### config.mk
export PLATFORM = sky130hd
export DESIGN_NAME = ptc_scale
export DESIGN_NICKNAME = d
export VERILOG_FILES = /design/src/sv/ptc_pkg.sv /design/src/sv/ptc_scale.sv
export SDC_FILE = /design/constraint.sdc
export NUM_CORES = 2
export LEC_CHECK = 0
export BUFFER_PORTS_ARGS = -buffer_cell sky130_fd_sc_hd__buf_2
export CORE_MARGIN = 2
export CORE_UTILIZATION = 70
export CTS_CLUSTER_DIAMETER = 200
export DETAILED_ROUTE_END_ITERATION = 8
export PLACE_DENSITY = 0.88
export SYNTH_ARGS = -nofsm -noshare
export SYNTH_HDL_FRONTEND = slang
export SYNTH_SLANG_ARGS = --single-unit
### constraint.sdc
create_clock -name clk_i -period 11.7 [get_ports clk_i]
set_input_delay 1.17 -clock clk_i [delete_from_list [all_inputs] [get_ports clk_i]]
set_output_delay 1.17 -clock clk_i [all_outputs]
set_load 0.01 [all_outputs]
### src/sv/ptc_pkg.sv
// shared types and constants of the pressure temperature compensation block
package ptc_pkg;

  // field widths
  localparam int RawW    = 24;
  localparam int CfgW    = 16;
  localparam int CfgIdxW = 8;
  localparam int OutW    = 32;

  // pipeline depth, the last stage is the output register
  localparam int NStages = 11;

  // internal value widths
  localparam int DtW   = 25;
  localparam int ProdW = 42;
  localparam int DevW  = 18;
  localparam int OffW  = 36;
  localparam int SensW = 35;
  localparam int SqW   = 35;
  localparam int Corr2W = 38;
  localparam int CorrW = 40;

  // compensation constants
  localparam int TempRef      = 2000;
  localparam int TempCold     = 1500;
  localparam int TempShift    = 23;
  localparam int OffShift     = 7;
  localparam int SensShift    = 8;
  localparam int OffBaseSh    = 16;
  localparam int SensBaseSh   = 15;
  localparam int SensDivShift = 21;
  localparam int PDivShift    = 15;
  localparam int RefTempSh    = 8;

  // deviation bound of the very cold band and offset to its upper edge
  localparam int ColdBound = TempRef + TempCold;
  localparam logic signed [DevW-1:0] DevVcold = DevW'(-ColdBound);
  localparam logic signed [DevW:0]   ColdOfs  = (DevW + 1)'(ColdBound);

  // register indexes
  localparam logic [CfgIdxW-1:0] RegSensBase   = 8'd0;
  localparam logic [CfgIdxW-1:0] RegOffBase    = 8'd1;
  localparam logic [CfgIdxW-1:0] RegSensTempco = 8'd2;
  localparam logic [CfgIdxW-1:0] RegOffTempco  = 8'd3;
  localparam logic [CfgIdxW-1:0] RegRefTemp    = 8'd4;
  localparam logic [CfgIdxW-1:0] RegTempSlope  = 8'd5;

  typedef struct packed {
    logic [CfgW-1:0] sens_base;
    logic [CfgW-1:0] offset_base;
    logic [CfgW-1:0] sens_tempco;
    logic [CfgW-1:0] offset_tempco;
    logic [CfgW-1:0] ref_temperature;
    logic [CfgW-1:0] temp_slope;
  } cfg_t;

  // first-order terms leaving the front stages
  typedef struct packed {
    logic [RawW-1:0]        d1;
    logic signed [DevW-1:0] dev;
    logic signed [DevW:0]   cold_dev;
    logic                   cold;
    logic                   vcold;
    logic signed [OffW-1:0]  off;
    logic signed [SensW-1:0] sens;
  } front_t;

  // corrected offset and sensitivity
  typedef struct packed {
    logic [RawW-1:0]         d1;
    logic signed [CorrW-1:0] offc;
    logic signed [CorrW-1:0] sensc;
  } corr_t;

  // pipeline control
  typedef struct packed {
    logic [NStages-1:0] en;
    logic               out_valid;
  } pipe_ctl_t;

endpackage

### src/sv/ptc_scale.sv
// stages 7 to 11: pressure product in two halves, truncating divides, output register
module ptc_scale (
  input  logic                            clk_i,
  input  logic [4:0]                      en_i,
  input  ptc_pkg::corr_t                  corr_i,
  output logic signed [ptc_pkg::OutW-1:0] pressure_out_o
);

  logic [43:0]                       lo_d, lo_q;
  logic signed [43:0]                hi_d, hi_q;
  logic signed [63:0]                prod_d, prod_q, prod_b;
  logic signed [42:0]                quo_d, quo_q;
  logic signed [43:0]                x_d, x_q, x_b;
  logic signed [ptc_pkg::CorrW-1:0]  off_s7_q, off_s8_q, off_s9_q;
  logic signed [ptc_pkg::OutW-1:0]   p_d, p_q;

  // stage 7: SENS * D1 split into low and high partial products
  assign lo_d = {24'b0, corr_i.sensc[19:0]} * {20'b0, corr_i.d1};
  assign hi_d = $signed(corr_i.sensc[ptc_pkg::CorrW-1:20]) * $signed({1'b0, corr_i.d1});

  // stage 8: recombine the halves
  assign prod_d = $signed({hi_q, 20'b0}) + $signed({20'b0, lo_q});

  // stage 9: divide by 2^21 toward zero
  assign prod_b = prod_q + $signed({43'b0, {ptc_pkg::SensDivShift{prod_q[63]}}});
  assign quo_d  = prod_b[63:ptc_pkg::SensDivShift];

  // stage 10: subtract the corrected offset
  assign x_d = $signed({quo_q[42], quo_q})
             - $signed({{4{off_s9_q[ptc_pkg::CorrW-1]}}, off_s9_q});

  // stage 11: divide by 2^15 toward zero; the quotient stays within 29 bits,
  // so the 32-bit clamp never engages and a sign extension suffices
  assign x_b = x_q + $signed({29'b0, {ptc_pkg::PDivShift{x_q[43]}}});
  assign p_d = $signed({{3{x_b[43]}}, x_b[43:ptc_pkg::PDivShift]});

  always_ff @(posedge clk_i) begin
    if (en_i[0]) begin
      lo_q     <= lo_d;
      hi_q     <= hi_d;
      off_s7_q <= corr_i.offc;
    end
    if (en_i[1]) begin
      prod_q   <= prod_d;
      off_s8_q <= off_s7_q;
    end
    if (en_i[2]) begin
      quo_q    <= quo_d;
      off_s9_q <= off_s8_q;
    end
    if (en_i[3]) begin
      x_q <= x_d;
    end
    if (en_i[4]) begin
      p_q <= p_d;
    end
  end

  assign pressure_out_o = p_q;

endmodule

# Word-level counts from Yosys, hierarchy flattened
# Cells that the tools add are included.
[word_totals]
output_inout_bits = 32
inputBits = 110
word_cells = 15
regBits = 388
[classes]
mul = 2
n_addsub = 4
[op_table]
columns = ["op", "count"]
rows = [
  ["64-bit by 22-bit adder with 64-bit output", 1],
  ["64-bit by 45-bit adder with 64-bit output", 1],
  ["44-bit by 16-bit adder with 44-bit output", 1],
  ["20-bit by 24-bit multiplier with 44-bit output", 1],
  ["20-bit by 25-bit multiplier with 44-bit output", 1],
  ["43-bit by 40-bit subtractor with 44-bit output", 1],
]

# Depth between registers and ports, before layout
[depth]
ltp_word = 1
mapped_depth = 28
depth_no_buf = 26

# Worst setup path before layout
# OpenSTA, ideal clock, no wires.
[synth_path]
kind = "input to register"
start = "input corr_i[22] (netlist name)"
end = "register hi_q[42] (data pin)"
required_time_ns = 11.434
arrival_ns = 7.434
cell_stages = 26
path_slack_ns = 4.000
cell_sequence = "clkbuf_1 -> and2_1 -> fa_1 -> fa_1 -> inv_1 -> fa_1 -> inv_1 -> fa_1 -> inv_1 -> fa_1 -> inv_1 -> fa_1 -> inv_1 -> fa_1 -> inv_1 -> ha_1 -> and2_1 -> and2_1 -> a22oi_2 -> a21oi_1 -> a2111oi_4 -> o21bai_2 -> a2111oi_0 -> nor3_1 -> nor4_1 -> a211oi_1"
[synth_via]
elab_chain_len = 1
[synth_lines]
columns = ["element", "line_no", "source"]
rows = [
  ["from (decl)", "ptc_scale.sv:5", "input ptc_pkg::corr_t corr_i,"],
  ["20-bit by 25-bit multiplier with 44-bit output", "ptc_scale.sv:19", "assign hi_d = $signed(corr_i.sensc[ptc_pkg::CorrW-1:20]) * $signed({1'b0, corr_i.d1});"],
  ["via hi_d[42]", "ptc_scale.sv:10", "logic signed [43:0] hi_d, hi_q;"],
  ["to (signal assigned)", "ptc_scale.sv:40", "hi_q <= hi_d;"],
  ["to (decl)", "ptc_scale.sv:10", ""],
]
# The timed path passes the listed nets, and every way through them passes these cells.
# A chain may end at the register's enable or synchronous reset.

# Final worst setup path
[layout_path]
start = "input corr_i[86] (netlist name)"
end = "register hi_q[42] (data pin)"
# The elaborated chain is that of the path after synthesis.

==> impl_metrics.py <==
metrics = {
    "routing": {
        "drt-pass1-iter-count": 6,
        "num_vias": 34308,
        "drcViolationCount": 0,
        "drt_iter0_markers": 2725,
        "routedWlPerCell_um": 19.48,
        "final_antenna_net_count": 0,
        "drt-total-wl_um": 112900,
        "viasPerCell": 5.921,
    },
    "synthesis": {
        "syn_area_sq_um": 49200,
        "synth_mux_area_share_pct": 0.02034,
        "synth_compound_area_share_pct": 6.098,
        "synth_nets": 6170,
        "synth_top_area_cell": "fa_1",
        "synth_top_area_share_pct": 32.02,
        "syn_avg_cell_area_sq_um": 10.16,
        "synthAdderAreaFrac_pct": 42.96,
        "ys_top_cells_by_area": "fa_1, edfxtp_1, ha_1, inv_1, and2_1",
        "ys_warn_count": 0,
        "synth_cell_types": 79,
        "synth_edf_count": 388,
        "synth_seq_area_share_pct": 23.68,
        "ys_ff_latch": 388,
        "synthXorXnorAreaFrac_pct": 4.130,
        "synth-async-reset-ratio_pct": 0,
        "synth_top_family_by_area": "adder cells",
        "ys.flop_type": "edfxtp_1",
        "synthCells": 4843,
        "synthSimpleGateAreaFrac_pct": 14.38,
    },
    "place": {
        "place.gp.congestion": 0.9347,
        "dp.cells": 5734,
        "hpwl_um": 83590,
        "pre_cts_ws_ns": 3.087,
        "port_buffers": 141,
    },
    "layout": {
        "nets": 6158,
        "syn_to_final_growth_pct": 4.636,
        "finalNonFillerCells": 5794,
        "layout-drive-gt1-share_pct": 4.822,
    },
    "sta": {
        "fmax_ghz": 0.1223,
        "rsz0062_at_grt": "false",
        "setup_slack_ns": 3.524,
        "relSlewSlack_pct": 26.31,
        "finalSetupTns_ns": 0,
        "setup_viol": 0,
        "worstMarginPinSlew_ns": 1.105,
        "timing.final.hold_violations": 0,
        "drv_slew": 0,
        "min_period_ns": 8.176,
        "period_share_pct": 69.88,
        "skew_ns": 0.02137,
    },
    "worst_setup_path": {
        "cp_max_fo": 40,
        "end_kind": "flop",
        "cp.arrival_ns": 8.45,
        "worstSetupPathType": "in2reg",
        "reg2reg_slack_ns": 7.64,
        "critPathLaunchType": "input port",
        "critPathRequiredTime_ns": 11.98,
    },
    "clock_tree": {
        "cts_hold_buf": 0,
        "post-cts-setup-buffers": 0,
        "clkTransAtPathRegs_ns": 0.07,
        "cts-root-buf": "clkbuf_16",
        "cts_tree": "built",
        "cts.path.max_buffers": 3,
        "clock_sinks": 388,
        "htree_levels": 2,
        "cts_made_buffers": 35,
        "insertion_delay_ns": 0.54,
        "cts.repair.resized": 0,
    },
    "floorplan": {
        "fp.dieArea_sq_um": 72430,
        "core_area_sq_um": 69790,
        "ios": 142,
        "row_count": 97,
        "initial_core_util_pct": 70.50,
        "die_width_um": 269.1,
        "die_h_um": 269.1,
    },
    "grt": {
        "antenna_found_initial": 2,
        "grt_max_degree": 67,
        "grt-ovfl-total": 0,
        "grt_pass1_vias": 36726,
        "grt_usage_pct": 31.97,
        "grt_pass1_wl_um": 185800,
    },
    "run": {
        "max_cap_violations": 0,
    },
    "worst_hold_path": {
        "hold_path_class": "reg2reg",
    },
    "run_status": {
        "outcome": "finished, final reports clean",
    },
}
metal layers:
metal	vias up	share of wire [%]	track usage [%]
met2	1834	48	53.28
met5	-	0.012	0
li1	15078	-	-
met4	2	4.4	12.67
met1	16994	37	42.03
met3	400	9.8	5.593
worst paths after layout:
| check | end | startpoint | depth (start not counted) |
|---|---|---|---|
| max | hi_q[42] | corr_i[86] | 23 |
| min | off_s9_q[31] | off_s8_q[31] | 0 |
| max reg2reg | quo_q[42] | prod_q[63] | 11 |
| min reg2reg | off_s9_q[31] | off_s8_q[31] | 0 |
Yosys cell counts, types with 58 or more instances:
library cell,count
a21o_1,79
a21oi_1,144
and2_1,465
clkbuf_1,198
edfxtp_1,388
fa_1,787
ha_1,430
inv_1,934
nand2_1,601
nand3_1,58
nor2_1,97
o21ai_0,67
xnor2_1,160
xor2_1,72
cell usage in the layout, fill, tap and decap left out, types with 97 or more instances in the layout:
cell and instances:
inv_1 934, fa_1 787, nand2_1 601, and2_1 465, ha_1 430, edfxtp_1 388
xnor2_1 160, a21oi_1 144, buf_2 138, nor2_1 97
registers in the layout (all words and copies together), names as in the netlist:
| signal | flops |
|---|---|
| hi_q | 44 |
| lo_q | 44 |
| off_s7_q | 40 |
| off_s8_q | 40 |
| off_s9_q | 40 |
| pressure_out_o | 29 |
| prod_q | 64 |
| quo_q | 43 |
| x_q | 44 |
per-stage QoR:
step | area [sq um] | utilization, % | hold slack (ns)
after floorplan | 49200 | - | 0.4003
after global placement | 50420 | 72.25 | 0.4003
after detailed placement | 50420 | 72.25 | 0.4045
after CTS | 51480 | 73.77 | 0.4181
after global routing | 51480 | 73.77 | 0.4241
final | 51480 | 73.77 | 0.4176
area by class of cell:
type / count / area (sq um)
Antenna cell: 1 / 2.502
Clock buffer: 42 / 923.4
Clock inverter: 17 / 136.4
Fill cell: 4600 / 18300
Inverter: 934 / 3506
Multi-Input combinational cell: 3315 / 33250
Sequential cell: 388 / 11650
Tap cell: 940 / 1176
Timing Repair Buffer: 157 / 833.3
cell families (layout without fill, tap and decap cells):
logic type,count (synthesis),in the layout
buf+inv,1140,1150
simple gates,1414,1414
compound gates,451,451
xor+xnor,232,232
fa+ha+maj,1217,1217
flops,388,388
other cells,0,1
mux,1,1
worst max-delay path: stages:
cell and delay, ns:
buf_2 0.75, and2_1 0.27, fa_1 0.42, inv_1 0.08
fa_1 0.43, fa_1 0.50, fa_1 0.55, inv_1 0.05
fa_1 0.46, fa_1 0.50, inv_1 0.05, fa_1 0.47
inv_1 0.04, ha_1 0.35, a21o_1 0.22, nor3b_1 0.34
a21oi_1 0.19, a2111oi_4 0.45, o21bai_2 0.17, a2111oi_0 0.46
nor3_1 0.12, nor4_1 0.28, a211oi_1 0.09
Power is not shown: default switching activity piles up to over one toggle a cycle in this logic, so the estimate is an artifact.
