`src/sv/ptc_pkg.sv`:
```
// shared types and constants of the pressure temperature compensation block
package ptc_pkg;

  // field widths
  localparam int RawW    = 24;
  localparam int CfgW    = 16;
  localparam int CfgIdxW = 8;
  localparam int OutW    = 32;

  // pipeline depth, the last stage is the output register
  localparam int NStages = 11;

  // internal value widths
  localparam int DtW   = 25;
  localparam int ProdW = 42;
  localparam int DevW  = 18;
  localparam int OffW  = 36;
  localparam int SensW = 35;
  localparam int SqW   = 35;
  localparam int Corr2W = 38;
  localparam int CorrW = 40;

  // compensation constants
  localparam int TempRef      = 2000;
  localparam int TempCold     = 1500;
  localparam int TempShift    = 23;
  localparam int OffShift     = 7;
  localparam int SensShift    = 8;
  localparam int OffBaseSh    = 16;
  localparam int SensBaseSh   = 15;
  localparam int SensDivShift = 21;
  localparam int PDivShift    = 15;
  localparam int RefTempSh    = 8;

  // deviation bound of the very cold band and offset to its upper edge
  localparam int ColdBound = TempRef + TempCold;
  localparam logic signed [DevW-1:0] DevVcold = DevW'(-ColdBound);
  localparam logic signed [DevW:0]   ColdOfs  = (DevW + 1)'(ColdBound);

  // register indexes
  localparam logic [CfgIdxW-1:0] RegSensBase   = 8'd0;
  localparam logic [CfgIdxW-1:0] RegOffBase    = 8'd1;
  localparam logic [CfgIdxW-1:0] RegSensTempco = 8'd2;
  localparam logic [CfgIdxW-1:0] RegOffTempco  = 8'd3;
  localparam logic [CfgIdxW-1:0] RegRefTemp    = 8'd4;
  localparam logic [CfgIdxW-1:0] RegTempSlope  = 8'd5;

  typedef struct packed {
    logic [CfgW-1:0] sens_base;
    logic [CfgW-1:0] offset_base;
    logic [CfgW-1:0] sens_tempco;
    logic [CfgW-1:0] offset_tempco;
    logic [CfgW-1:0] ref_temperature;
    logic [CfgW-1:0] temp_slope;
  } cfg_t;

  // first-order terms leaving the front stages
  typedef struct packed {
    logic [RawW-1:0]        d1;
    logic signed [DevW-1:0] dev;
    logic signed [DevW:0]   cold_dev;
    logic                   cold;
    logic                   vcold;
    logic signed [OffW-1:0]  off;
    logic signed [SensW-1:0] sens;
  } front_t;

  // corrected offset and sensitivity
  typedef struct packed {
    logic [RawW-1:0]         d1;
    logic signed [CorrW-1:0] offc;
    logic signed [CorrW-1:0] sensc;
  } corr_t;

  // pipeline control
  typedef struct packed {
    logic [NStages-1:0] en;
    logic               out_valid;
  } pipe_ctl_t;

endpackage

```
`src/sv/ptc_corr.sv`:
```
// stages 4 to 6: squares, second-order band corrections, corrected terms
module ptc_corr (
  input  logic            clk_i,
  input  logic [2:0]      en_i,
  input  ptc_pkg::front_t front_i,
  output ptc_pkg::corr_t  corr_o
);

  logic signed [2*ptc_pkg::DevW-1:0] dev_sq;
  logic signed [2*ptc_pkg::DevW+1:0] cold_sq;
  logic [ptc_pkg::SqW-1:0]           sq_d, sq_q, cc_d, cc_q;
  logic [ptc_pkg::Corr2W-1:0]        sq_e, cc_e;
  logic [ptc_pkg::Corr2W-1:0]        off2_d, off2_q, sens2_d, sens2_q;
  logic                              cold_s4_q, vcold_s4_q;
  logic signed [ptc_pkg::OffW-1:0]   off_s4_q, off_s5_q;
  logic signed [ptc_pkg::SensW-1:0]  sens_s4_q, sens_s5_q;
  logic [ptc_pkg::RawW-1:0]          d1_s4_q, d1_s5_q;
  ptc_pkg::corr_t                    c_d, c_q;

  // stage 4: squares of the deviations
  assign dev_sq  = front_i.dev * front_i.dev;
  assign cold_sq = front_i.cold_dev * front_i.cold_dev;
  assign sq_d    = dev_sq[ptc_pkg::SqW-1:0];
  assign cc_d    = cold_sq[ptc_pkg::SqW-1:0];

  // stage 5: OFF2 and SENS2 per band
  assign sq_e = {3'b0, sq_q};
  assign cc_e = {3'b0, cc_q};

  always_comb begin
    if (!cold_s4_q) begin
      off2_d  = sq_e >> 4;
      sens2_d = '0;
    end else if (!vcold_s4_q) begin
      off2_d  = ((sq_e << 1) + sq_e) >> 1;
      sens2_d = ((sq_e << 2) + sq_e) >> 3;
    end else begin
      off2_d  = (((sq_e << 1) + sq_e) >> 1) + (cc_e << 3) - cc_e;
      sens2_d = (((sq_e << 2) + sq_e) >> 3) + (cc_e << 2);
    end
  end

  // stage 6: subtract the corrections
  always_comb begin
    c_d.d1    = d1_s5_q;
    c_d.offc  = $signed({{4{off_s5_q[ptc_pkg::OffW-1]}}, off_s5_q})
              - $signed({2'b0, off2_q});
    c_d.sensc = $signed({{5{sens_s5_q[ptc_pkg::SensW-1]}}, sens_s5_q})
              - $signed({2'b0, sens2_q});
  end

  always_ff @(posedge clk_i) begin
    if (en_i[0]) begin
      sq_q       <= sq_d;
      cc_q       <= cc_d;
      cold_s4_q  <= front_i.cold;
      vcold_s4_q <= front_i.vcold;
      off_s4_q   <= front_i.off;
      sens_s4_q  <= front_i.sens;
      d1_s4_q    <= front_i.d1;
    end
    if (en_i[1]) begin
      off2_q    <= off2_d;
      sens2_q   <= sens2_d;
      off_s5_q  <= off_s4_q;
      sens_s5_q <= sens_s4_q;
      d1_s5_q   <= d1_s4_q;
    end
    if (en_i[2]) begin
      c_q <= c_d;
    end
  end

  assign corr_o = c_q;

endmodule

```
`config.mk`:
```
export PLATFORM = sky130hd
export DESIGN_NAME = ptc_corr
export DESIGN_NICKNAME = d
export VERILOG_FILES = /design/src/sv/ptc_pkg.sv /design/src/sv/ptc_corr.sv
export SDC_FILE = /design/constraint.sdc
export NUM_CORES = 2
export LEC_CHECK = 0
export ABC_AREA = 1
export CAP_MARGIN = 20
export CELL_PAD_IN_SITES_DETAIL_PLACEMENT = 2
export CELL_PAD_IN_SITES_GLOBAL_PLACEMENT = 2
export CORE_MARGIN = 1.5
export CORE_UTILIZATION = 30
export CTS_CLUSTER_DIAMETER = 100
export DETAILED_ROUTE_END_ITERATION = 7
export DONT_BUFFER_PORTS = 1
export GPL_ROUTABILITY_DRIVEN = 0
export PLACE_DENSITY = 0.72
export SLEW_MARGIN = 20
export SYNTH_ARGS = -nofsm -noshare
export SYNTH_HDL_FRONTEND = slang
export SYNTH_SLANG_ARGS = --single-unit
```
`constraint.sdc`:
```
create_clock -name clk_i -period 11.7 [get_ports clk_i]
set_clock_uncertainty 0.05 [all_clocks]
set_input_delay 3.51 -clock clk_i [delete_from_list [all_inputs] [get_ports clk_i]]
set_output_delay 3.51 -clock clk_i [all_outputs]
set_load 0.02 [all_outputs]
```
# Word-level counts from Yosys, hierarchy flattened
# Index checks and enable logic that the tools add are counted.
# W data, S select, Z words.
[totals]
ramBits = 0
in_bits = 138
latchBits = 0
out_inout_bits = 104
romBits = 0
word_cells = 31
reg_bits = 442
mem_count = 0
[op_classes]
div = 0
multipliers = 2
muxes = 3
n_addsub = 7
n_bitwise = 0
shift = 0
order_cmp = 0
eq_ne = 0
n_reduce_logical = 1
[ops]
columns = ["op", "n"]
rows = [
  ["$sub A35 B39 Y40", 1],
  ["$sub A36 B39 Y40", 1],
  ["$add A35 B37 Y38", 1],
  ["$add A36 B38 Y38", 1],
  ["$add A37 B35 Y38", 1],
  ["$sub A38 B35 Y38", 1],
  ["$add A36 B35 Y37", 1],
  ["$mux W37", 1],
  ["$mul A18 B18 Y35", 1],
  ["$mul A19 B19 Y35", 1],
  ["$mux W35", 1],
  ["$mux W31", 1],
  ["$reduce_and A2 Y1", 1],
]

# Logic depth before layout (Yosys ltp)
[depth]
word_depth = 5
mapped_depth = 28
depth_no_buf = 28

# Least setup slack after synthesis
# OpenSTA, ideal clock, no wires.
[synth_path]
path_type = "input to register"
from = "input front_i[76] (netlist name)"
to = "register cc_q[31] (netlist name) (data pin)"
t_required_ps = 11398
stages = 24
setup_ps = 252
path_buffers = 2
path_slack_ps = 2298
t_arrival_ps = 9100
cell_sequence = "clkbuf_1 -> buf_1 -> nand2_1 -> fa_1 -> inv_1 -> fa_1 -> inv_1 -> fa_1 -> inv_1 -> fa_1 -> fa_1 -> fa_1 -> fa_1 -> ha_1 -> a21oi_1 -> o21ai_0 -> a21oi_1 -> nand2_1 -> a21oi_1 -> o21ai_1 -> nand2_1 -> nand2_1 -> nand2_1 -> nand2_1"
[synth_via]
elab_chain_len = 1
[synth_lines]
columns = ["element", "line_no", "text"]
rows = [
  ["start: declaration", "ptc_corr.sv:5", "input ptc_pkg::front_t front_i,"],
  ["$mul A19 B19 Y35", "ptc_corr.sv:22", "assign cold_sq = front_i.cold_dev * front_i.cold_dev;"],
  ["named net cold_sq (one bit)", "ptc_corr.sv:10", "logic signed [2*ptc_pkg::DevW+1:0] cold_sq;"],
  ["end signal: assignment", "ptc_corr.sv:55", "cc_q <= cc_d;"],
  ["end: declaration", "ptc_corr.sv:11", "logic [ptc_pkg::SqW-1:0] sq_d, sq_q, cc_d, cc_q;"],
]
# The timed path passes the listed nets, and every way through them passes these cells.
# A chain may end at the register's enable or synchronous reset.

# Worst setup path in the final report
[layout_path]
from = "input front_i[91] (netlist name)"
to = "register cc_q[34] (netlist name) (data pin)"
# Same word-level chain as after synthesis.

==> impl_results.md <==
- Cell variety after synth: 59
- Syn Nets: 7378
- Hold Path Depth: 0
- Via Count: 41610
- Share of cells above drive strength 1: 2.725%
- Hold path endpoint: d1_s5_q[3]
- WS Path Type: in2reg
- Syn Inst Count: 6168
- Max Cap Viol: 0
- Worst R2R Start: sq_q[2]
- Synthesis-to-finish area growth: 8.153%
- Vias per inst: 4.899
- Top post-synthesis cells by area: edfxtp_1 (25%), fa_1 (24%), inv_1 (11%)
- Tcrit/Tclk final: 77.44%
- Worst-Skew Late Latency: 0.64 ns
- FF+latch count, synth: 440
- Sequential area share after synthesis: 25.24%
- Initial antenna violation count: 12
- Buffer count from post-CTS setup fixing: 0
- Rel. slew slack: 29.82%
- Num CTS Buffers: 49
- Post-synth top area cell: edfxtp_1
- CTS H-tree depth: 2
- CTS tree: built
- Synth top area share: 25.24%
- Reg2reg end: off2_q[27]
- Critical Path RT: 12.03 ns
- Post-Syn Area per Cell: 8.487 sq um
- Clock root cell: clkbuf_16
- RSZ-0062 raised after global routing: no
- Critical path startpoint category: input pin
- Most frequent cells in the layout: inv_1 (1479), nand2_1 (1183), fa_1 (638)
- Fin Setup TNS: 0 ns
- Slew Limit Fails: 0
- Crit end category: flop
- DRT iter0 DRCs: 1924
- Total GRT Usage: 21.24%
- Top FF cell, synth: edfxtp_1
- Worst-path clk slew: 0.06 ns
- Highest Clock Rate: 110.4 MHz
- DP HPWL: 159600 um
- Core area: 173600 sq um
- Clock Path Buffers: 3
- WL per Instance: 22.04 um
- Ys async rst share: 0%
- Final min period: 9.061 ns
- Min-Delay Startpoint: d1_s4_q[3]
- HP Class: reg2reg
- Most common cell after layout, fill and taps aside: inv_1
- PortBufs: 0
- Number of gates resized after CTS: 0
- Reg2reg setup slack: 5.83 ns
- Die W: 420.7 um
- Gr ovfl total: 0
- Core Rows: 153
- Nets@finish: 7337
- Placement Setup Slack: 1.996 ns
- Post-Route WL: 187200 um
- Final ANT Viol Nets: 0
- Least-Margin Pin Slew: 1.053 ns
- CTS sink cnt: 440
- # fillers: 19820
- Final worst slack: 2.639 ns
- DR pass1 iterations: 7
- Die H: 420.7 um
- Hold Buf Count CTS: 0
- Largest net degree at the start of global routing: 172
- Initial core utilization: 30.15%
- DRC viols: 0
- Worst-path fanout max: 26
- Worst Reg2Reg Path Length in Cells: 22
- First-pass GRT wire length: 287000 um
- Worst EP arrival: 9.39 ns
- Die ar.: 177000 sq um
- Post-Syn Area: 52350 sq um
- Vias in the first global route: 47500
- Setup violators final: 0
- Outcome: finished, final reports clean
- Hold Vio Cnt, Final: 0
- Total I/O pin count: 242
- EDFF count, synth: 440
- Synth Warn #: 0
-- cell usage after synthesis, types with 41 or more instances --
library cell	count
fa_1	638
xor2_1	155
clkbuf_1	67
nand3_1	231
a21oi_1	302
nand2_1	1183
inv_1	1479
edfxtp_1	440
nand4_1	41
xnor2_1	58
o21ai_0	243
ha_1	434
nor3_1	48
nor2_1	466
a31oi_1	55
a21o_1	45
-- per-stage QoR --
stage | instance area, sq um | instances | hold WS (ns) | utilization [%]
finish | 56620 | 8493 | 0.3677 | 32.61
global placement | 54920 | 8401 | 0.3517 | 31.63
floorplan | 52350 | 6168 | 0.3503 | -
global route | 56610 | 8490 | 0.3731 | 32.60
CTS | 56610 | 8490 | 0.3712 | 32.60
detailed placement | 54920 | 8401 | 0.3555 | 31.63
-- metal layers --
metal  GRT usage, %  vias to the layer above  part of all wire (%)  wire [um]
li1               -                    19200                     -          -
met5              0                        -                 0.051         95
met1          27.15                    21470                    43      81390
met2          37.78                      704                    50      93080
met3          2.161                      220                   3.7       7007
met4          5.905                       16                   3.0       5627
-- worst max path at each step --
stage	start	cells past startpoint	slack, ns	endpoint
3_5_place_dp	front_i[74]	22	2.00	cc_q[34]
4_1_cts	front_i[74]	22	2.62	cc_q[34]
3_3_place_gp	front_i[74]	22	2.17	cc_q[34]
2_1_floorplan	front_i[76]	24	2.30	cc_q[31]
6_report	front_i[91]	22	2.64	cc_q[34]
5_1_grt	front_i[91]	22	2.30	cc_q[34]
-- flip-flops by register name (all words and copies together), names as in the netlist --
| signal | cells |
|---|---|
| sens_s4_q | 35 |
| d1_s5_q | 24 |
| corr_o | 104 |
| sens_s5_q | 35 |
| sq_q | 34 |
| cc_q | 34 |
| cold_s4_q | 1 |
| vcold_s4_q | 1 |
| off2_q | 38 |
| d1_s4_q | 24 |
| sens2_q | 38 |
| off_s5_q | 36 |
| off_s4_q | 36 |
-- cells by family (layout without fill, tap and decap cells) --
| kind of cell | count (synthesis) | in the layout | share of synthesized area (%) |
|---|---|---|---|
| AND/OR/NAND/NOR | 2060 | 2060 | 16.21 |
| buffers and inverters | 1580 | 1577 | 11.35 |
| adder cells (fa/ha/maj) | 1072 | 1072 | 34.77 |
| AO/OA/AOI/OAI | 802 | 802 | 8.856 |
| flip-flops | 440 | 440 | 25.24 |
| XOR/XNOR | 213 | 213 | 3.564 |
| other | 1 | 4 | 0.007164 |
-- critical path: stages --
cell     delay [ns]
nand2_1        0.05
inv_1          0.09
fa_1           0.78
fa_1           0.53
fa_1           0.81
inv_1          0.20
fa_1           0.53
inv_1          0.07
fa_1           0.53
inv_1          0.06
fa_1           0.48
inv_1          0.04
ha_1           0.28
ha_1           0.35
a21oi_1        0.31
o21ai_0        0.15
a21oi_1        0.17
o21ai_0        0.10
a21oi_1        0.18
inv_1          0.06
nand2_1        0.06
nand2_1        0.04
-- final cells by class --
class	instances	area, sq um	share of cell area [%]
inverters	1482	5563	9.826
flip-flops and latches	440	13210	23.34
repair buffers	6	45.04	0.07956
diodes	3	7.507	0.01326
multi-input cells	4148	33190	58.63
clock buffers	57	1256	2.219
well taps	2325	2909	5.138
clock inverters	32	427.9	0.7558
Power is not shown: default switching activity piles up to over one toggle a cycle in this logic, so the estimate is an artifact.
