<file path="config.mk">
export PLATFORM = sky130hd
export DESIGN_NAME = ptc_front
export DESIGN_NICKNAME = d
export VERILOG_FILES = /design/src/sv/ptc_pkg.sv /design/src/sv/ptc_front.sv
export SDC_FILE = /design/constraint.sdc
export NUM_CORES = 2
export LEC_CHECK = 0
export ABC_AREA = 1
export BUFFER_PORTS_ARGS = -buffer_cell sky130_fd_sc_hd__clkbuf_2
export CORE_MARGIN = 1.5
export CORE_UTILIZATION = 40
export DETAILED_ROUTE_END_ITERATION = 16
export PLACE_DENSITY = 0.67
export SYNTH_ARGS = -nofsm -noshare
export SYNTH_HDL_FRONTEND = slang
export SYNTH_SLANG_ARGS = --single-unit
</file>
<file path="constraint.sdc">
create_clock -name clk_i -period 5.6 [get_ports clk_i]
set_input_delay 0 -clock clk_i [delete_from_list [all_inputs] [get_ports clk_i]]
set_output_delay 0 -clock clk_i [all_outputs]
set_load 0.02 [all_outputs]
</file>
<file path="src/sv/ptc_pkg.sv">
// shared types and constants of the pressure temperature compensation block
package ptc_pkg;

  // field widths
  localparam int RawW    = 24;
  localparam int CfgW    = 16;
  localparam int CfgIdxW = 8;
  localparam int OutW    = 32;

  // pipeline depth, the last stage is the output register
  localparam int NStages = 11;

  // internal value widths
  localparam int DtW   = 25;
  localparam int ProdW = 42;
  localparam int DevW  = 18;
  localparam int OffW  = 36;
  localparam int SensW = 35;
  localparam int SqW   = 35;
  localparam int Corr2W = 38;
  localparam int CorrW = 40;

  // compensation constants
  localparam int TempRef      = 2000;
  localparam int TempCold     = 1500;
  localparam int TempShift    = 23;
  localparam int OffShift     = 7;
  localparam int SensShift    = 8;
  localparam int OffBaseSh    = 16;
  localparam int SensBaseSh   = 15;
  localparam int SensDivShift = 21;
  localparam int PDivShift    = 15;
  localparam int RefTempSh    = 8;

  // deviation bound of the very cold band and offset to its upper edge
  localparam int ColdBound = TempRef + TempCold;
  localparam logic signed [DevW-1:0] DevVcold = DevW'(-ColdBound);
  localparam logic signed [DevW:0]   ColdOfs  = (DevW + 1)'(ColdBound);

  // register indexes
  localparam logic [CfgIdxW-1:0] RegSensBase   = 8'd0;
  localparam logic [CfgIdxW-1:0] RegOffBase    = 8'd1;
  localparam logic [CfgIdxW-1:0] RegSensTempco = 8'd2;
  localparam logic [CfgIdxW-1:0] RegOffTempco  = 8'd3;
  localparam logic [CfgIdxW-1:0] RegRefTemp    = 8'd4;
  localparam logic [CfgIdxW-1:0] RegTempSlope  = 8'd5;

  typedef struct packed {
    logic [CfgW-1:0] sens_base;
    logic [CfgW-1:0] offset_base;
    logic [CfgW-1:0] sens_tempco;
    logic [CfgW-1:0] offset_tempco;
    logic [CfgW-1:0] ref_temperature;
    logic [CfgW-1:0] temp_slope;
  } cfg_t;

  // first-order terms leaving the front stages
  typedef struct packed {
    logic [RawW-1:0]        d1;
    logic signed [DevW-1:0] dev;
    logic signed [DevW:0]   cold_dev;
    logic                   cold;
    logic                   vcold;
    logic signed [OffW-1:0]  off;
    logic signed [SensW-1:0] sens;
  } front_t;

  // corrected offset and sensitivity
  typedef struct packed {
    logic [RawW-1:0]         d1;
    logic signed [CorrW-1:0] offc;
    logic signed [CorrW-1:0] sensc;
  } corr_t;

  // pipeline control
  typedef struct packed {
    logic [NStages-1:0] en;
    logic               out_valid;
  } pipe_ctl_t;

endpackage

</file>
<file path="src/sv/ptc_front.sv">
// stages 1 to 3: temperature difference, coefficient products, first-order terms
module ptc_front (
  input  logic                     clk_i,
  input  logic [2:0]               en_i,
  input  logic [ptc_pkg::RawW-1:0] raw_pressure_i,
  input  logic [ptc_pkg::RawW-1:0] raw_temperature_i,
  input  ptc_pkg::cfg_t            cfg_i,
  output ptc_pkg::front_t          front_o
);

  logic signed [ptc_pkg::DtW-1:0]   dt_d, dt_q;
  logic [ptc_pkg::RawW-1:0]         d1_s1_q, d1_s2_q;
  logic signed [ptc_pkg::ProdW-1:0] tp_d, tp_q, op_d, op_q, sp_d, sp_q;
  ptc_pkg::front_t                  f_d, f_q;

  // stage 1: dT = D2 - C5 * 256
  assign dt_d = $signed({1'b0, raw_temperature_i})
              - $signed({1'b0, cfg_i.ref_temperature, 8'b0});

  // stage 2: the three coefficient products
  assign tp_d = dt_q * $signed({1'b0, cfg_i.temp_slope});
  assign op_d = dt_q * $signed({1'b0, cfg_i.offset_tempco});
  assign sp_d = dt_q * $signed({1'b0, cfg_i.sens_tempco});

  // stage 3: floor shifts, base terms and band flags
  always_comb begin
    f_d.d1       = d1_s2_q;
    f_d.dev      = tp_q[ptc_pkg::TempShift + ptc_pkg::DevW - 1:ptc_pkg::TempShift];
    f_d.cold     = f_d.dev[ptc_pkg::DevW-1];
    f_d.vcold    = f_d.dev < ptc_pkg::DevVcold;
    f_d.cold_dev = $signed({f_d.dev[ptc_pkg::DevW-1], f_d.dev}) + ptc_pkg::ColdOfs;
    f_d.off      = $signed({4'b0, cfg_i.offset_base, 16'b0})
                 + $signed({op_q[ptc_pkg::ProdW-1], op_q[ptc_pkg::ProdW-1:ptc_pkg::OffShift]});
    f_d.sens     = $signed({4'b0, cfg_i.sens_base, 15'b0})
                 + $signed({sp_q[ptc_pkg::ProdW-1], sp_q[ptc_pkg::ProdW-1:ptc_pkg::SensShift]});
  end

  always_ff @(posedge clk_i) begin
    if (en_i[0]) begin
      dt_q    <= dt_d;
      d1_s1_q <= raw_pressure_i;
    end
    if (en_i[1]) begin
      tp_q    <= tp_d;
      op_q    <= op_d;
      sp_q    <= sp_d;
      d1_s2_q <= d1_s1_q;
    end
    if (en_i[2]) begin
      f_q <= f_d;
    end
  end

  assign front_o = f_q;

endmodule

</file>
Word-level counts from Yosys, hierarchy flattened
Index checks and enable logic that the tools add are counted.
- register bits after elaboration: 332
- memory bits (writable): 0
- input bits: 148
- memory bits (read-only): 0
- memories kept: 0
- bits in latches: 0
- logic and storage cells: 21
- reduce and logical (&&, ||, !) cells: 0
- shift operators: 0
- mux-type cells: 0
- magnitude comparators: 1
- add/sub/neg operators: 4
- equality and inequality tests: 0
- bitwise gates (word level): 0
- div/mod/pow operators: 0
- multipliers: 3
- operators by type and width (operator ; number):
    25-bit by 17-bit multiplier with 42-bit output ; 2
    25-bit by 17-bit multiplier with 41-bit output ; 1
    33-bit by 35-bit adder with 36-bit output ; 1
    32-bit by 34-bit adder with 35-bit output ; 1
    24-bit by 24-bit subtractor with 25-bit output ; 1
    18-bit by 13-bit adder with 19-bit output (second input constant) ; 1
    18-bit by 13-bit less-than comparator with 1-bit output (second input constant) ; 1

Longest topological paths before layout
- word-level depth: 1
- depth in mapped cells: 29
- gate-level depth less buffers: 27

Worst setup path after synthesis
No wires, ideal clock.
- path kind: register -> register
- start point: register dt_q[24] (netlist name)
- end point: register sp_q[40] (netlist name) (data pin)
- library setup time: 253 ps
- arrival: 5472 ps
- path buffers: 2
- period minus slack after synthesis: 5725 ps
- cell stages (with the launch flop): 22
- setup slack: -125 ps
- required time: 5347 ps
- cell sequence: edfxtp_1 clkbuf_1 buf_1 nand2_1 fa_1 fa_1 inv_1 fa_1 fa_1 fa_1 inv_1 fa_1 inv_1 ha_1 a21oi_1 o21ai_0 nand2_1 nand2_1 a21oi_1 nand3_1 nand2_1 nand2_1
- cells in the longest elaborated chain, start to end: 1
- RTL lines (element ; line ; text):
    from (decl) ; ptc_front.sv:11 ; logic signed [ptc_pkg::DtW-1:0] dt_d, dt_q;
    from (signal assigned) ; ptc_front.sv:40 ; dt_q <= dt_d;
    25-bit by 17-bit multiplier with 42-bit output ; ptc_front.sv:23 ; assign sp_d = dt_q * $signed({1'b0, cfg_i.sens_tempco});
    via sp_d (one bit) ; ptc_front.sv:13 ; logic signed [ptc_pkg::ProdW-1:0] tp_d, tp_q, op_d, op_q, sp_d, sp_q;
    to (signal assigned) ; ptc_front.sv:46 ; sp_q <= sp_d;
    to (decl) ; ptc_front.sv:13 ;
The timed path passes the listed nets, and every way through them passes these cells.
A chain may end at the register's enable or synchronous reset.

Final worst setup path
Ends and elaborated chain as after synthesis.

==> results.py <==
metrics = {
    "final_layout": {
        "multiInputGateArea_um2": 42800,
        "layout.cell_area.non_filler_um2": 71100,
        "filler_cell_count": 13400,
        "seqCellArea_um2": 8740,
        "area.growth.synth_to_final_pct": 23.2,
        "postLayoutCoreUtil": 0.496,
        "post_route_cells_drive_above_1_share": 0.200,
        "nNetsFinal": 9448,
    },
    "clock_network": {
        "clk-insertion-delay-late_ns": 0.63,
        "clk_pin_slew_ns": 0.06,
        "cts_tree": "yes",
        "max-clock-path-buffers": 3,
        "cts.root.buffer_cell": "sky130_fd_sc_hd__clkbuf_16",
        "cts_made_buffers": 36,
        "cts.sinks": 291,
        "clock_tree.htree_level_count": 2,
    },
    "worst_setup_path": {
        "critical-path-slowest-cell": "sky130_fd_sc_hd__fa_1",
        "path_type_of_the_worst_setup_path": "reg -> reg",
        "cp_cell_sequence": "buf_12 -> buf_4 -> buf_4 -> nand2_1 -> fa_1 -> fa_1 -> inv_4 -> fa_1 -> inv_1 -> fa_1 -> inv_1 -> fa_1 -> fa_1 -> ha_1 -> nand2_2 -> nor2_2 -> nand2_2 -> nor2_4 -> nand4_1 -> nand4_1 -> nand2_1",
        "critical_path_required_ns": 5.94,
        "startpoint_type": "flop",
        "critical_path_peak_fanout": 10,
        "crit_arrival_ns": 6.09,
        "timing.critical_path.mode_cell": "sky130_fd_sc_hd__fa_1",
        "path_buf_inv": 6,
        "cp-end-kind": "flop",
        "critical-path-top-delay-family": "adder cells",
        "critical_path.max_stage_delay_ns": 0.56,
    },
    "timing": {
        "timing.final.crit_share": 1.03,
        "transition_time_of_the_tightest_slew_check_pin_ns": 0.902,
        "slew_headroom": 0.399,
        "grt_setup_unrepaired": "true",
        "setup_violations": 19,
        "final.setup.worst_slack_ns": -0.151,
        "finalHoldViolations": 0,
        "fin_skew_ns": 0.0454,
        "achievable-frequency_mhz": 174,
        "layout_min_cycle_time_ns": 5.75,
        "timing_max_transition_violations_final": 0,
    },
    "place": {
        "port_buffers": 281,
        "hpwl_mm": 127,
        "gpl.final_weighted_congestion": 0.926,
        "detailedPlace.worstSlack_ns": -0.393,
        "postPlaceCellArea_um2": 65300,
    },
    "run_status": {
        "status": "finished with violations",
        "violations": "negative setup slack",
    },
    "detailed_routing": {
        "post-route-drc-count": 0,
        "routed-via-count": 46000,
        "postRouteAntennaNets": 0,
        "drt-initial-drc-count": 2886,
        "drt-wirelength-per-cell_um": 16.2,
        "drt_pass_1_iters": 6,
        "routed_wl_mm": 158,
        "drt-vias-per-instance": 4.74,
    },
    "synth": {
        "post_synth_inst_count": 7044,
        "synth_warnings": 0,
        "synthesis.area_per_instance_um2": 8.19,
        "synth_top_area_share": 0.404,
        "syn-cell-area_um2": 57700,
        "ys.flop_type": "sky130_fd_sc_hd__edfxtp_1",
        "yosys_register_bits": 291,
        "synthesis.nets": 8706,
        "synth_seq_area_share": 0.151,
        "synth-edff-count": 291,
        "post-synth-top-area-cell": "sky130_fd_sc_hd__fa_1",
        "synthDistinctLibCells": 47,
        "asyncSetResetFlopFracSynth": 0,
        "synth.area.top_cells": "sky130_fd_sc_hd__fa_1 40%, sky130_fd_sc_hd__edfxtp_1 15%, sky130_fd_sc_hd__inv_1 14%",
    },
    "global_routing": {
        "global_route.usage.total": 0.215,
        "grt_remaining_overflow": 0,
        "grt_start_max_net_pins": 60,
        "number_of_global_route_vias_before_repair": 49100,
        "grt_antenna_before_repair": 7,
        "wire_length_of_the_first_global_routing_pass_mm": 252,
    },
    "floorplan": {
        "core_area_um2": 143000,
        "rows": 139,
        "die_x_um": 383,
        "floorplan.die_area_um2": 147000,
        "design.portCount": 282,
        "chipHeight_um": 383,
        "initial_core_util": 0.402,
    },
    "flow_run": {
        "timing.max_cap.violations": 0,
    },
    "min_path": {
        "hp-class": "in -> reg",
    },
}
-- worst register-to-register path, cell delays in order, from the launching register on --
cell and delay, ns:
sky130_fd_sc_hd__edfxtp_1 0.44, sky130_fd_sc_hd__buf_12 0.19, sky130_fd_sc_hd__buf_4 0.15, sky130_fd_sc_hd__buf_4 0.14, sky130_fd_sc_hd__nand2_1 0.08, sky130_fd_sc_hd__fa_1 0.45
sky130_fd_sc_hd__fa_1 0.56, sky130_fd_sc_hd__inv_4 0.10, sky130_fd_sc_hd__fa_1 0.49, sky130_fd_sc_hd__inv_1 0.05, sky130_fd_sc_hd__fa_1 0.53, sky130_fd_sc_hd__inv_1 0.05
sky130_fd_sc_hd__fa_1 0.50, sky130_fd_sc_hd__fa_1 0.42, sky130_fd_sc_hd__ha_1 0.38, sky130_fd_sc_hd__nand2_2 0.08, sky130_fd_sc_hd__nor2_2 0.15, sky130_fd_sc_hd__nand2_2 0.11
sky130_fd_sc_hd__nor2_4 0.13, sky130_fd_sc_hd__nand4_1 0.24, sky130_fd_sc_hd__nand4_1 0.18, sky130_fd_sc_hd__nand2_1 0.07
-- through the flow --
stage | instances | setup TNS, ns | hold slack, ns
floorplan | 7044 | 0 | 0.0989
global placement | 9486 | -4.40 | 0.178
detailed placement | 9486 | -6.47 | 0.179
CTS | 9657 | -2.22 | 0.0206
global route | 9719 | -12.54 | 0.0696
finish | 9719 | -1.01 | 0.0522
-- cell type report --
cell class                 count  area share
clock inverter                20     0.00271
tap                         1903      0.0335
clock buffer                  43      0.0133
timing repair buffer         970       0.113
sequential                   291       0.123
multi-input combinational   4347       0.602
antenna                        5    0.000176
inverter                    2140       0.113
-- cells in the final DEF (no fill, tap or decap), types with 18 or more instances in the layout --
cell type                       count
sky130_fd_sc_hd__nand3_1           91
sky130_fd_sc_hd__nand2_1         1769
sky130_fd_sc_hd__xnor2_1           29
sky130_fd_sc_hd__clkbuf_2         278
sky130_fd_sc_hd__fa_1            1122
sky130_fd_sc_hd__ha_1             265
sky130_fd_sc_hd__xor2_1            77
sky130_fd_sc_hd__inv_1           2073
sky130_fd_sc_hd__a21oi_1           91
sky130_fd_sc_hd__buf_12            68
sky130_fd_sc_hd__buf_6             38
sky130_fd_sc_hd__nand2_2          137
sky130_fd_sc_hd__inv_2             60
sky130_fd_sc_hd__o21ai_0           42
sky130_fd_sc_hd__nand4_1           36
sky130_fd_sc_hd__nand2_4           28
sky130_fd_sc_hd__edfxtp_1         291
sky130_fd_sc_hd__o21ai_1           40
sky130_fd_sc_hd__nor2_4            40
sky130_fd_sc_hd__o21ai_2           18
sky130_fd_sc_hd__nor2_2            73
sky130_fd_sc_hd__fa_2              43
sky130_fd_sc_hd__buf_4            476
sky130_fd_sc_hd__dlygate4sd3_1     96
sky130_fd_sc_hd__clkbuf_16         44
sky130_fd_sc_hd__nor2_1           151
sky130_fd_sc_hd__ha_4              78
sky130_fd_sc_hd__a21oi_2           69
-- timing repair --
item,in CTS,in global routing
resized for setup,220,551
endpoints found under the setup margin,68,77
hold buffers,96,0
pin swaps,26,110
endpoints found under the hold margin,141,0
cloned,2,7
buffers inserted,10,50
-- layer usage --
metal  routed length, um  GRT usage  share of wire  vias to the layer above
met5                  13          0       0.000082                        -
met4                4750     0.0622          0.030                        2
met3                8150     0.0211          0.052                      248
met2               79200      0.380           0.50                     1273
met1               65500      0.278           0.42                    22900
li1                    -          -              -                    21600
-- synthesized netlist by cell type (15+ instances only) --
library cell               number
sky130_fd_sc_hd__nand4_1       36
sky130_fd_sc_hd__nand3_1       97
sky130_fd_sc_hd__xnor2_1       29
sky130_fd_sc_hd__o21bai_1      20
sky130_fd_sc_hd__nor2_1       254
sky130_fd_sc_hd__xor2_1        88
sky130_fd_sc_hd__o21ai_0       84
sky130_fd_sc_hd__ha_1         349
sky130_fd_sc_hd__fa_1        1165
sky130_fd_sc_hd__nand2_1     1921
sky130_fd_sc_hd__buf_1         26
sky130_fd_sc_hd__inv_1       2123
sky130_fd_sc_hd__clkbuf_1     236
sky130_fd_sc_hd__a21o_1        15
sky130_fd_sc_hd__nor3_1        24
sky130_fd_sc_hd__a21oi_1      173
sky130_fd_sc_hd__edfxtp_1     291
-- path summary, 6_finish.rpt --
check / slack (ns) / startpoint / endpoint / cells after the start
setup / recovery: -0.15 / dt_q[24] / sp_q[40] / 21
hold / removal: 0.05 / cfg_i[28] / dt_q[20] / 4
setup reg to reg: -0.15 / dt_q[24] / sp_q[40] / 21
hold reg to reg: 0.42 / d1_s1_q[17] / d1_s2_q[17] / 0
-- registers in the layout (all words and copies together) (netlist names) --
signal   flops
op_q        35
d1_s2_q     24
sp_q        34
front_o    131
tp_q        18
dt_q        25
d1_s1_q     24
-- cells by family after synthesis --
| group | count (synthesis) | synth area share |
|---|---|---|
| xor+xnor | 117 | 0.0178 |
| fa+ha+maj | 1514 | 0.480 |
| simple gates | 2380 | 0.162 |
| compound gates | 336 | 0.0323 |
| buf+inv | 2406 | 0.157 |
| flops | 291 | 0.151 |
Power is left out: the tool's default activity adds up to more than one toggle a clock period on the data nets, which glitch-free logic cannot reach.
